==> src/psa_pkg.sv <==
// package for the pairwise shortest angle core: constants, pipeline records, arctangent table
// used by every module of the block, no dependencies
`timescale 1ns / 1ps
package psa_pkg;

  localparam int MAX_POINTS = 64;
  localparam int MAX_DIM    = 4;
  localparam int COORD_BITS = 16;
  localparam int IDX_W      = $clog2(MAX_POINTS);
  localparam int CNT_W      = $clog2(MAX_POINTS + 1);
  localparam int WORD_W     = 4 * COORD_BITS;
  localparam int VAL_W      = 34;
  localparam int SQRT_CELLS = 31;
  localparam int ROT_CELLS  = 30;
  localparam int STEP_W     = 5;
  // issue/read, multiply, sum, square, then the two cell chains
  localparam int PIPE_STAGES = 4 + SQRT_CELLS + ROT_CELLS;

  typedef enum logic {
    REG_DIMENSION = 1'b0,
    REG_RAW       = 1'b1
  } reg_idx_e;

  // sideband of one result travelling down the pipeline
  typedef struct packed {
    logic                     valid;
    logic                     use_acos;
    logic                     last;
    logic                     ovf;
    logic [IDX_W-1:0]         earlier;
    logic [IDX_W-1:0]         current;
    logic signed [VAL_W-1:0]  value;
  } meta_t;

  // integer square root cell record, x rides along for the rotation setup
  typedef struct packed {
    logic [60:0]        v;
    logic [60:0]        r;
    logic signed [31:0] x;
  } sq_t;

  // vectoring rotation record
  typedef struct packed {
    logic signed [33:0] cx;
    logic signed [33:0] cy;
    logic signed [33:0] z;
  } cd_t;

  // arctangent of 2^-s, 2^30 = pi/2 scale
  function automatic logic [29:0] atan_f(input logic [STEP_W-1:0] s);
    logic [29:0] a;
    unique case (s)
      5'd0:  a = 30'h20000000;
      5'd1:  a = 30'h12E4051E;
      5'd2:  a = 30'h09FB385B;
      5'd3:  a = 30'h051111D4;
      5'd4:  a = 30'h028B0D43;
      5'd5:  a = 30'h0145D7E1;
      5'd6:  a = 30'h00A2F61E;
      5'd7:  a = 30'h00517C55;
      5'd8:  a = 30'h0028BE53;
      5'd9:  a = 30'h00145F2F;
      5'd10: a = 30'h000A2F98;
      5'd11: a = 30'h000517CC;
      5'd12: a = 30'h00028BE6;
      5'd13: a = 30'h000145F3;
      5'd14: a = 30'h0000A2FA;
      5'd15: a = 30'h0000517D;
      5'd16: a = 30'h000028BE;
      5'd17: a = 30'h0000145F;
      5'd18: a = 30'h00000A30;
      5'd19: a = 30'h00000518;
      5'd20: a = 30'h0000028C;
      5'd21: a = 30'h00000146;
      5'd22: a = 30'h000000A3;
      5'd23: a = 30'h00000051;
      5'd24: a = 30'h00000029;
      5'd25: a = 30'h00000014;
      5'd26: a = 30'h0000000A;
      5'd27: a = 30'h00000005;
      5'd28: a = 30'h00000003;
      5'd29: a = 30'h00000001;
      default: a = 30'h0;
    endcase
    return a;
  endfunction

endpackage

==> src/psa_sqrt_cell.sv <==
// one restoring step of the integer square root chain
// depends on psa_pkg
`timescale 1ns / 1ps
module psa_sqrt_cell (
  input  logic                        clk_i,
  input  logic                        en_i,
  input  logic [psa_pkg::STEP_W-1:0]  step_i,
  input  psa_pkg::sq_t                d_i,
  output psa_pkg::sq_t                q_o
);
  import psa_pkg::*;

  logic [60:0] bit_w;
  logic [61:0] sum_w;
  sq_t         cell_d, cell_q;

  always_comb begin
    bit_w  = 61'(1) << {step_i, 1'b0};
    sum_w  = {1'b0, d_i.r} + {1'b0, bit_w};
    cell_d = d_i;
    if ({1'b0, d_i.v} >= sum_w) begin
      cell_d.v = d_i.v - sum_w[60:0];
      cell_d.r = (d_i.r >> 1) + bit_w;
    end else begin
      cell_d.r = d_i.r >> 1;
    end
  end

  always_ff @(posedge clk_i) begin
    if (en_i) begin
      cell_q <= cell_d;
    end
  end

  assign q_o = cell_q;

endmodule

==> config.mk <==
export PLATFORM = sky130hd
export DESIGN_NAME = psa_sqrt_cell
export DESIGN_NICKNAME = d
export VERILOG_FILES = /design/src/psa_pkg.sv /design/src/psa_sqrt_cell.sv
export SDC_FILE = /design/constraint.sdc
export NUM_CORES = 1
export LEC_CHECK = 0
export ABC_CLOCK_PERIOD_IN_PS = 16000
export BUFFER_PORTS_ARGS = -buffer_cell sky130_fd_sc_hd__clkbuf_2
export CORE_UTILIZATION = 55
export CTS_CLUSTER_DIAMETER = 200
export DETAILED_ROUTE_END_ITERATION = 10
export GPL_TIMING_DRIVEN = 0
export PLACE_DENSITY_LB_ADDON = 0.2
export SETUP_SLACK_MARGIN = 0.15
export SLEW_MARGIN = 20
export SYNTH_ARGS = -nofsm -noshare
export SYNTH_HDL_FRONTEND = slang
export SYNTH_SLANG_ARGS = --single-unit
==> constraint.sdc <==
create_clock -name clk_i -period 16 [get_ports clk_i]
set_input_delay 1.6 -clock clk_i [delete_from_list [all_inputs] [get_ports clk_i]]
set_output_delay 1.6 -clock clk_i [all_outputs]
set_load 0.05 [all_outputs]
# Word-level counts from Yosys, hierarchy flattened
# Cells that the tools add are included.
# op_classes
n_addsub,3
order_cmp,1
shift,1
mux,2
# ops
operator,n
$add A61 B61 Y62,1
$ge A61 B62 Y1,1
$add A60 B61 Y61,1
$mux W61,1
$shl A1 B6 Y61 const A,1
$sub A61 B61 Y61,1
$mux W60,1
# word_totals
regBits,154
in_bits,161
out_inout_bits,154
word_cells,11

# Longest topological paths before layout
# depth
depth_word,4
mapped_depth,30
mapped_depth_nobuf,24

# Worst setup path after synthesis
# Ideal clock, no wire load.
# synth_timing
path_type,input port to flip-flop
startpoint,input port step_i[2] (netlist bit)
endpoint,"register cell_q (netlist bit q_o[152]), data pin"
setup_time_ns,0.260
t_arrival_ns,6.766
t_required_ns,15.740
slack_ns,8.974
cell_stages,27
path_buffers,5
cell_sequence,clkbuf_1 > or3b_2 > nor2_1 > ha_1 > and2_1 > and3_1 > nor2b_1 > a21oi_2 > o21ai_0 > a21o_1 > a31oi_1 > o21ai_0 > a21oi_1 > xor2_1 > ha_1 > clkbuf_1 > a21o_1 > a21o_1 > a21o_1 > a211oi_1 > nand3_1 > a21oi_1 > a211o_1 > buf_6 > buf_6 > buf_6 > mux2_4
# synth_lines
item,line_no,rtl
start: declaration,psa_sqrt_cell.sv:7,"input logic [psa_pkg::STEP_W-1:0] step_i,"
end signal: assignment,psa_sqrt_cell.sv:31,cell_q <= cell_d;
end: declaration,psa_sqrt_cell.sv:15,"sq_t cell_d, cell_q;"

==> run summary <==
DRT antenna net count: 0
PortBufs: 311
number of enable flip-flop cells after synthesis: 154
Post-Synth Simple-Gate Area: 0.185
max reg flops: 154
Leakage: 7.22 nW
chip width: 164 um
HP Class: in2reg
Worst slew margin: 0.452
Yosys warning count: 0
Slowest Stage Delay on Critical Path: 0.55 ns
Iter 0 DRT Violations: 1,295
final hold viol count: 0
Synth Area in XOR/XNOR: 0.107
Post-CTS Hold Buffers: 0
final wirelength: 45.9 mm
post-cts sizing count: 0
H-Tree Depth: 4
Slew @ Worst Pin: 0.801 ns
antenna violations before repair: 2
initial core utilization: 0.566
Yosys top cell by area: edfxtp_1
TritonCTS Buffers: 17
Clock Pin Slew Worst Setup and Hold Paths: 0.08 ns
setup repair bufs after CTS: 0
type of origin of the critical path: input pin
share of post-route cells with drive strength above 1: 0.211
PwrDens: 93.7 mW/mm^2
Initial DRT Pass Iterations: 7
# rows: 58
Final period util: 0.494
worst path bufs/invs: 5
CP max stage cell: or3b_2
global-route wire length before repair: 69.6 mm
via count: 14,200
Layout area overhead: 18.4%
Mapped Area: 0.0144 mm^2
minimum clock period: 7.91 ns
largest net degree at the start of global routing: 86
Hold Slack: 1.33 ns
routed length per instance: 19.8 um
mux cell area share after synthesis: 0.00627
# IOs: 315
largest family of logic cells by synthesized area: compound AO/OA/AOI/OAI gates
syn nets: 1,933
status: finished clean
Syn Area/Cell: 8.71 um^2
Final nets: 2,264
endpoints failing setup: 0
asr flop ratio synth: 0
commonest non-fill, non-tap cell in the layout: clkbuf_2
Synth Area in Compound Gates: 0.241
Post-Synthesis Cells: 1,649
# DRC: 0
most frequent cells in the layout: clkbuf_2 (310), nand2_1 (211), edfxtp_1 (154)
setup_tns: 0 ns
total global routing overflow: 0
Peak Freq: 0.126 GHz
Seq cells post-synth: 154
Final Wtd Congestion: 0.964
crit-path most repeated cell: o21ai_0
CTS max path bufs: 2
Core Area: 0.0254 mm^2
Via density: 6.10
Adder-Cell Fraction of Synth Area: 0.108
synth unique cells: 79
CP max FO: 10
die height: 164 um
Synth Flop Type: edfxtp_1
clk sinks: 154
max-slew violations: 0
vias in the first global route: 12,900
RSZ-0062 raised after global routing: false
DP HPWL: 36.7 mm
Setup CP Type: in2reg
Worst setup EP type: flip-flop
CTS tree: built
clk root buf: clkbuf_16
Max-Cap Viols: 0
required time of the critical path: 16.14 ns
VDD IR max: 0.0000719 V
top cells by area, synth: edfxtp_1 (32%), ha_1 (11%), xor2_1 (5.8%)
Worst path top cell family by delay: compound AO/OA/AOI/OAI gates
share of the yosys chip area belonging to registers: 0.322
Worst Path Arrival: 8.05 ns
Total GRT Usage: 0.338
Yosys top cell area share: 0.322
die area: 0.0268 mm^2
-- Yosys cell counts (24+ instances only) --
| cell | instances |
|---|---|
| o21bai_1 | 24 |
| inv_1 | 31 |
| a31oi_1 | 55 |
| ha_1 | 122 |
| o21ai_0 | 153 |
| and3_1 | 26 |
| xnor2_1 | 75 |
| nand2_1 | 211 |
| xor2_1 | 95 |
| a21o_1 | 38 |
| edfxtp_1 | 154 |
| a21oi_1 | 113 |
| nand4_1 | 32 |
| nor2_1 | 119 |
| nand3_1 | 40 |
| clkbuf_1 | 47 |
-- layout make-up --
type,instances,area [um^2]
diodes,1,2.50
flip-flops and latches,154,4620
fillers,2148,8390
well taps,330,413
clock buffers,17,425
plain buffers,69,330
repair buffers,312,1590
inverters,31,116
multi-input cells,1395,9300
clock inverters,15,204
-- where the power goes --
part	switching [mW]	internal, mW
combinational	0.438	0.177
clock	0.206	0.253
sequential	0.0139	0.507
total	0.658	0.936
-- final timing paths --
path,from,to,slack [ns],cells after the start
worst max-delay path,step_i[2],q_o[44],8.09,27
worst min-delay path,d_i[17],q_o[17],1.33,1
-- metrics by stage --
stage | power, mW | setup slack, ns | util | cells | cell area, um^2
3_3_place_gp | 1.13 | 7.75 | 0.643 | 2290 | 16300
3_5_place_dp | 1.13 | 7.77 | 0.645 | 2291 | 16400
6_report | 1.59 | 8.09 | 0.670 | 2324 | 17000
5_1_grt | 1.65 | 7.68 | 0.670 | 2323 | 17000
4_1_cts | 1.59 | 8.19 | 0.670 | 2323 | 17000
2_1_floorplan | 0.961 | 8.97 | - | 1649 | 14400
-- routing by layer --
metal / part of all wire / GRT usage / vias up
met3: 0.085 / 0.0495 / 86
li1: - / - / 6826
met4: 0.034 / 0.131 / 2
met5: 0.00028 / 0 / -
met1: 0.45 / 0.474 / 6612
met2: 0.43 / 0.522 / 659
-- logic make-up after synthesis --
group           count (synthesis)
compound gates                536
xor+xnor                      173
fa+ha+maj                     124
buf+inv                       100
flops                         154
mux                             6
simple gates                  556
Note: power is estimated with default switching activity, not from simulation.
