[config.mk]
export PLATFORM = sky130hd
export DESIGN_NAME = psa_store
export DESIGN_NICKNAME = d
export VERILOG_FILES = /design/src/psa_pkg.sv /design/src/psa_store.sv
export SDC_FILE = /design/constraint.sdc
export NUM_CORES = 2
export LEC_CHECK = 0
export BUFFER_PORTS_ARGS = -buffer_cell sky130_fd_sc_hd__buf_4
export CAP_MARGIN = 20
export CORE_ASPECT_RATIO = 0.75
export CORE_MARGIN = 2
export CORE_UTILIZATION = 38
export CTS_CLUSTER_DIAMETER = 120
export DETAILED_ROUTE_END_ITERATION = 8
export HOLD_SLACK_MARGIN = 0.15
export SYNTH_ARGS = -nofsm -noshare
export SYNTH_HDL_FRONTEND = slang
export SYNTH_SLANG_ARGS = --single-unit
[constraint.sdc]
create_clock -name clk_i -period 7.5 [get_ports clk_i]
set_clock_uncertainty 0.2 [all_clocks]
set_input_delay 1.5 -clock clk_i [delete_from_list [all_inputs] [get_ports clk_i]]
set_output_delay 1.5 -clock clk_i [all_outputs]
set_load 0.005 [all_outputs]
[src/psa_pkg.sv]
// package for the pairwise shortest angle core: constants, pipeline records, arctangent table
// used by every module of the block, no dependencies
`timescale 1ns / 1ps
package psa_pkg;

  localparam int MAX_POINTS = 64;
  localparam int MAX_DIM    = 4;
  localparam int COORD_BITS = 16;
  localparam int IDX_W      = $clog2(MAX_POINTS);
  localparam int CNT_W      = $clog2(MAX_POINTS + 1);
  localparam int WORD_W     = 4 * COORD_BITS;
  localparam int VAL_W      = 34;
  localparam int SQRT_CELLS = 31;
  localparam int ROT_CELLS  = 30;
  localparam int STEP_W     = 5;
  // issue/read, multiply, sum, square, then the two cell chains
  localparam int PIPE_STAGES = 4 + SQRT_CELLS + ROT_CELLS;

  typedef enum logic {
    REG_DIMENSION = 1'b0,
    REG_RAW       = 1'b1
  } reg_idx_e;

  // sideband of one result travelling down the pipeline
  typedef struct packed {
    logic                     valid;
    logic                     use_acos;
    logic                     last;
    logic                     ovf;
    logic [IDX_W-1:0]         earlier;
    logic [IDX_W-1:0]         current;
    logic signed [VAL_W-1:0]  value;
  } meta_t;

  // integer square root cell record, x rides along for the rotation setup
  typedef struct packed {
    logic [60:0]        v;
    logic [60:0]        r;
    logic signed [31:0] x;
  } sq_t;

  // vectoring rotation record
  typedef struct packed {
    logic signed [33:0] cx;
    logic signed [33:0] cy;
    logic signed [33:0] z;
  } cd_t;

  // arctangent of 2^-s, 2^30 = pi/2 scale
  function automatic logic [29:0] atan_f(input logic [STEP_W-1:0] s);
    logic [29:0] a;
    unique case (s)
      5'd0:  a = 30'h20000000;
      5'd1:  a = 30'h12E4051E;
      5'd2:  a = 30'h09FB385B;
      5'd3:  a = 30'h051111D4;
      5'd4:  a = 30'h028B0D43;
      5'd5:  a = 30'h0145D7E1;
      5'd6:  a = 30'h00A2F61E;
      5'd7:  a = 30'h00517C55;
      5'd8:  a = 30'h0028BE53;
      5'd9:  a = 30'h00145F2F;
      5'd10: a = 30'h000A2F98;
      5'd11: a = 30'h000517CC;
      5'd12: a = 30'h00028BE6;
      5'd13: a = 30'h000145F3;
      5'd14: a = 30'h0000A2FA;
      5'd15: a = 30'h0000517D;
      5'd16: a = 30'h000028BE;
      5'd17: a = 30'h0000145F;
      5'd18: a = 30'h00000A30;
      5'd19: a = 30'h00000518;
      5'd20: a = 30'h0000028C;
      5'd21: a = 30'h00000146;
      5'd22: a = 30'h000000A3;
      5'd23: a = 30'h00000051;
      5'd24: a = 30'h00000029;
      5'd25: a = 30'h00000014;
      5'd26: a = 30'h0000000A;
      5'd27: a = 30'h00000005;
      5'd28: a = 30'h00000003;
      5'd29: a = 30'h00000001;
      default: a = 30'h0;
    endcase
    return a;
  endfunction

endpackage

[src/psa_store.sv]
// point store: one write port, one registered read port
// depends on psa_pkg
`timescale 1ns / 1ps
module psa_store (
  input  logic                       clk_i,
  input  logic                       we_i,
  input  logic [psa_pkg::IDX_W-1:0]  waddr_i,
  input  logic [psa_pkg::WORD_W-1:0] wdata_i,
  input  logic                       re_i,
  input  logic [psa_pkg::IDX_W-1:0]  raddr_i,
  output logic [psa_pkg::WORD_W-1:0] rdata_o
);
  import psa_pkg::*;

  logic [WORD_W-1:0] mem [MAX_POINTS];
  logic [WORD_W-1:0] rdata_q;

  always_ff @(posedge clk_i) begin
    if (we_i) begin
      mem[waddr_i] <= wdata_i;
    end
  end

  always_ff @(posedge clk_i) begin
    if (re_i) begin
      rdata_q <= mem[raddr_i];
    end
  end

  assign rdata_o = rdata_q;

endmodule

Yosys cells after proc, flatten, opt, wreduce, memory -nomap -nowiden
Memories as Yosys holds them, arrays and structs flattened. A register that Yosys moved wholly into a read port is not among the register bits.
Cells that the tools add are included.
{"block": "op_classes", "muxes": 2}
{"cell": "2-to-1 mux 1 bit", "count": 2}
{"block": "totals", "n_memories": 1, "output_inout_bits": 64, "wordCells": 3, "register_bits": 0, "ram_bits": 4096}
{"memory": "mem", "words": 64, "width": 64, "rd": 1, "rd_ports_with_merged_regs": 1, "wr": 1, "line_no": "psa_store.sv:15", "source": "logic [WORD_W-1:0] mem [MAX_POINTS];"}

Depth between registers and ports, before layout
{"block": "depth", "word_depth": 2, "depth_mapped": 9}

Least setup slack after synthesis
OpenSTA, ideal clock, no wires.
{"block": "synth_timing", "path_type": "input -> register", "from": "input waddr_i[3] (netlist name)", "to": "memory mem[48][0] (netlist name) (enable)", "cell_stages": 4, "path_slack_ps": 364, "setup_time_ps": 564, "n_path_buf": 1, "required_ps": 6736, "arrival_time_ps": 6372, "path_cell_list": "clkbuf_1 > nor2b_1 > nand4b_1 > nor3_1"}
{"element": "from (decl)", "line_no": "psa_store.sv:7", "source": "input logic [psa_pkg::IDX_W-1:0] waddr_i,"}
{"element": "to (decl)", "line_no": "psa_store.sv:15"}
Straight into the memory's write port.

==> results.yml <==
clock_tree:
  post_cts_buffers: 0
  cts_tree: "built"
  clock_tree.root_cell: "clkbuf_16"
  cts.sinks: 4160
  clock_latency_ps: 950
  cts.htree.levels: 5
  cts_buffers: 375
  cts_hold_buf: 0
  ctsResizeCount: 0
  clockBufferDepth: 4
  cts.clk_slew.worst_paths_ps: 60
synthesis:
  synth_top_area_share_pct: 79.6
  synth_fp_nets: 6677
  yosysMostFrequentCell: "edfxtp_1"
  synth_edf_count: 4160
  synth_area_leaders: "edfxtp_1 (80%), mux4_2 (15%), mux2i_1 (0.86%)"
  synth_cells: 6598
  synth_top_area_cell: "edfxtp_1"
  syn_area_um2: 157000
  ys_seq_elements: 4160
  synth_top_flop_cell: "edfxtp_1"
  ys_warn_count: 0
  synthDistinctLibCells: 32
  synthTopCellsByCount: "edfxtp_1 (4,160), mux4_2 (1,024), buf_2 (170)"
  ys_seq_area_share_pct: 79.6
  async_flop_share_pct: 0
  synth.avg_cell_area_um2: 23.8
critical_path:
  required_ps: 7950
  arrival_ps: 4540
  worst-setup-path-type: "in2reg"
  startpoint: "raddr_i[1]"
  worstReg2RegStart: "mem[62][38]$_DFFE_PP_"
  endpoint_kind: "flip-flop"
  worst-path-max-fanout: 66
  crit_path_start_kind: "primary input"
die:
  fp.dieH_um: 561
  num_io_pins: 143
  die_w_um: 746
  rows: 204
  start_util_pct: 38.2
  die-area_um2: 418000
  core_um2: 411000
hold_path:
  hold_path_class: "reg2reg"
  min_from: "mem[53][26]$_DFFE_PP_"
sta:
  tns_ps: 0
  fin_crit_sh_pct: 54.5
  finalHoldViolations: 0
  maxSlewViolCount: 0
  fin_crit_ps: 4090
  worst_slew_pin_slew_ps: 1200
  slew-limit-headroom_pct: 19.8
  fin_ws_ps: 3410
  max_clock_freq_mhz: 244
  rsz0062_at_grt: "no"
  setup_violations: 0
pwr:
  powerDensity_nw_per_um2: 266
  peakVddDrop_mv: 0.235
  cellLeakagePower_nw: 54.7
placed_design:
  placed_area_um2: 166000
  portBuffers: 142
  gp_congestion: 0.782
  dp_hpwl_um: 248000
  dp_slack_ps: 2550
cells_and_area:
  register_area_um2: 125000
  fin_nets: 7060
  drive_gt1_share_pct: 28.0
  multi_input_area_um2: 30800
  n_fill_cell: 34500
  area_delta_synth_final_pct: 13.6
  fin_util_pct: 43.3
  final_cell_area_um2: 178000
job:
  cap_viol_max_count: 0
detailed_routing:
  post_drt_wl_per_cell_um: 36.3
  drt_wl_total_um: 462000
  drtPass1Iterations: 6
  drt_iter0_markers: 12400
  ant_nets: 0
  vias: 77300
  drc: 0
  viasPerCell: 6.07
global_route:
  first_global_vias: 76000
  gr-total-overflow: 0
  grt_pass1_wl_um: 632000
  grt.total_usage_pct: 21.6
  gr-usage-met3_pct: 4.40
  top_usage_layer: "met1"
  grt_antenna_before_repair: 40
  grt_max_degree: 86
  met1_usage_pct: 32.9
  gr-usage-met2_pct: 32.1
outcome:
  outcome: "finished, final reports clean"
critical path, cell delays in order:
cell      delay, ps
buf_8           650
buf_12          360
buf_4           440
mux4_2          280
mux2i_1          60
o22ai_1         410
a31oi_1         110
a211oi_1        540
cells by family after synthesis:
logic type      after synthesis  synth area share, %
buf+inv                     389                 1.18
compound gates              504                 2.47
mux                        1159                 15.6
simple gates                386                 1.23
flops                      4160                 79.6
power by group:
part / total, mW / leakage [nW] / internal, mW / switching [mW]
Sequential: 25.9 / 37.5 / 25.8 / 0.121
Clock: 19.3 / 5.87 / 10.7 / 8.57
Combinational: 2.21 / 11.3 / 0.822 / 1.39
routing by layer:
layer	wire length, um	vias up
met5	118	-
met4	11900	18
met3	50500	658
met2	204000	4553
met1	195000	42800
li1	-	29300
cells in the final DEF, fill, tap and decap left out, types with 24 or more instances in the layout:
master	instances
clkinv_2	69
clkbuf_1	75
a41oi_1	26
clkbuf_16	383
buf_4	311
nor2_1	47
o221ai_1	38
mux2i_1	135
or3_1	29
mux4_2	1024
buf_12	61
nor2b_1	24
clkinv_1	70
edfxtp_1	4160
nor2_4	65
or2_2	28
o22ai_1	83
bufinv_16	38
a22oi_1	168
nand2_1	55
a211oi_1	63
nand3_1	45
and3_1	64
a22o_1	88
state kept, by name, summed over array words and instances, names as in the netlist:
register and count:
rdata_o 64, mem 4096
final cells by class:
type                    count  share of cell area, %
flip-flops and latches   4160                   70.1
well taps                5459                   3.83
diodes                     15                 0.0210
inverters                  19                 0.0400
clock buffers             458                   5.53
multi-input cells        2049                   17.3
clock inverters           213                   1.22
repair buffers            376                   2.04
per-stage QoR:
stage | hold slack, ps | power [mW] | cells
2_1_floorplan | 665 | 27.5 | 6598
3_3_place_gp | 699 | 28.6 | 12100
3_5_place_dp | 699 | 28.6 | 12100
4_1_cts | 724 | 47.6 | 12700
5_1_grt | 750 | 48.6 | 12700
6_report | 723 | 47.4 | 12700
path summary, 6_finish.rpt:
kind	to	slack [ps]	cells after the start
max reg2reg	rdata_o[38]$_DFFE_PP_	5060	5
min reg2reg	rdata_o[26]$_DFFE_PP_	720	4
min	rdata_o[26]$_DFFE_PP_	720	4
max	rdata_o[17]$_DFFE_PP_	3410	8
(Power assumes the default switching activity.)
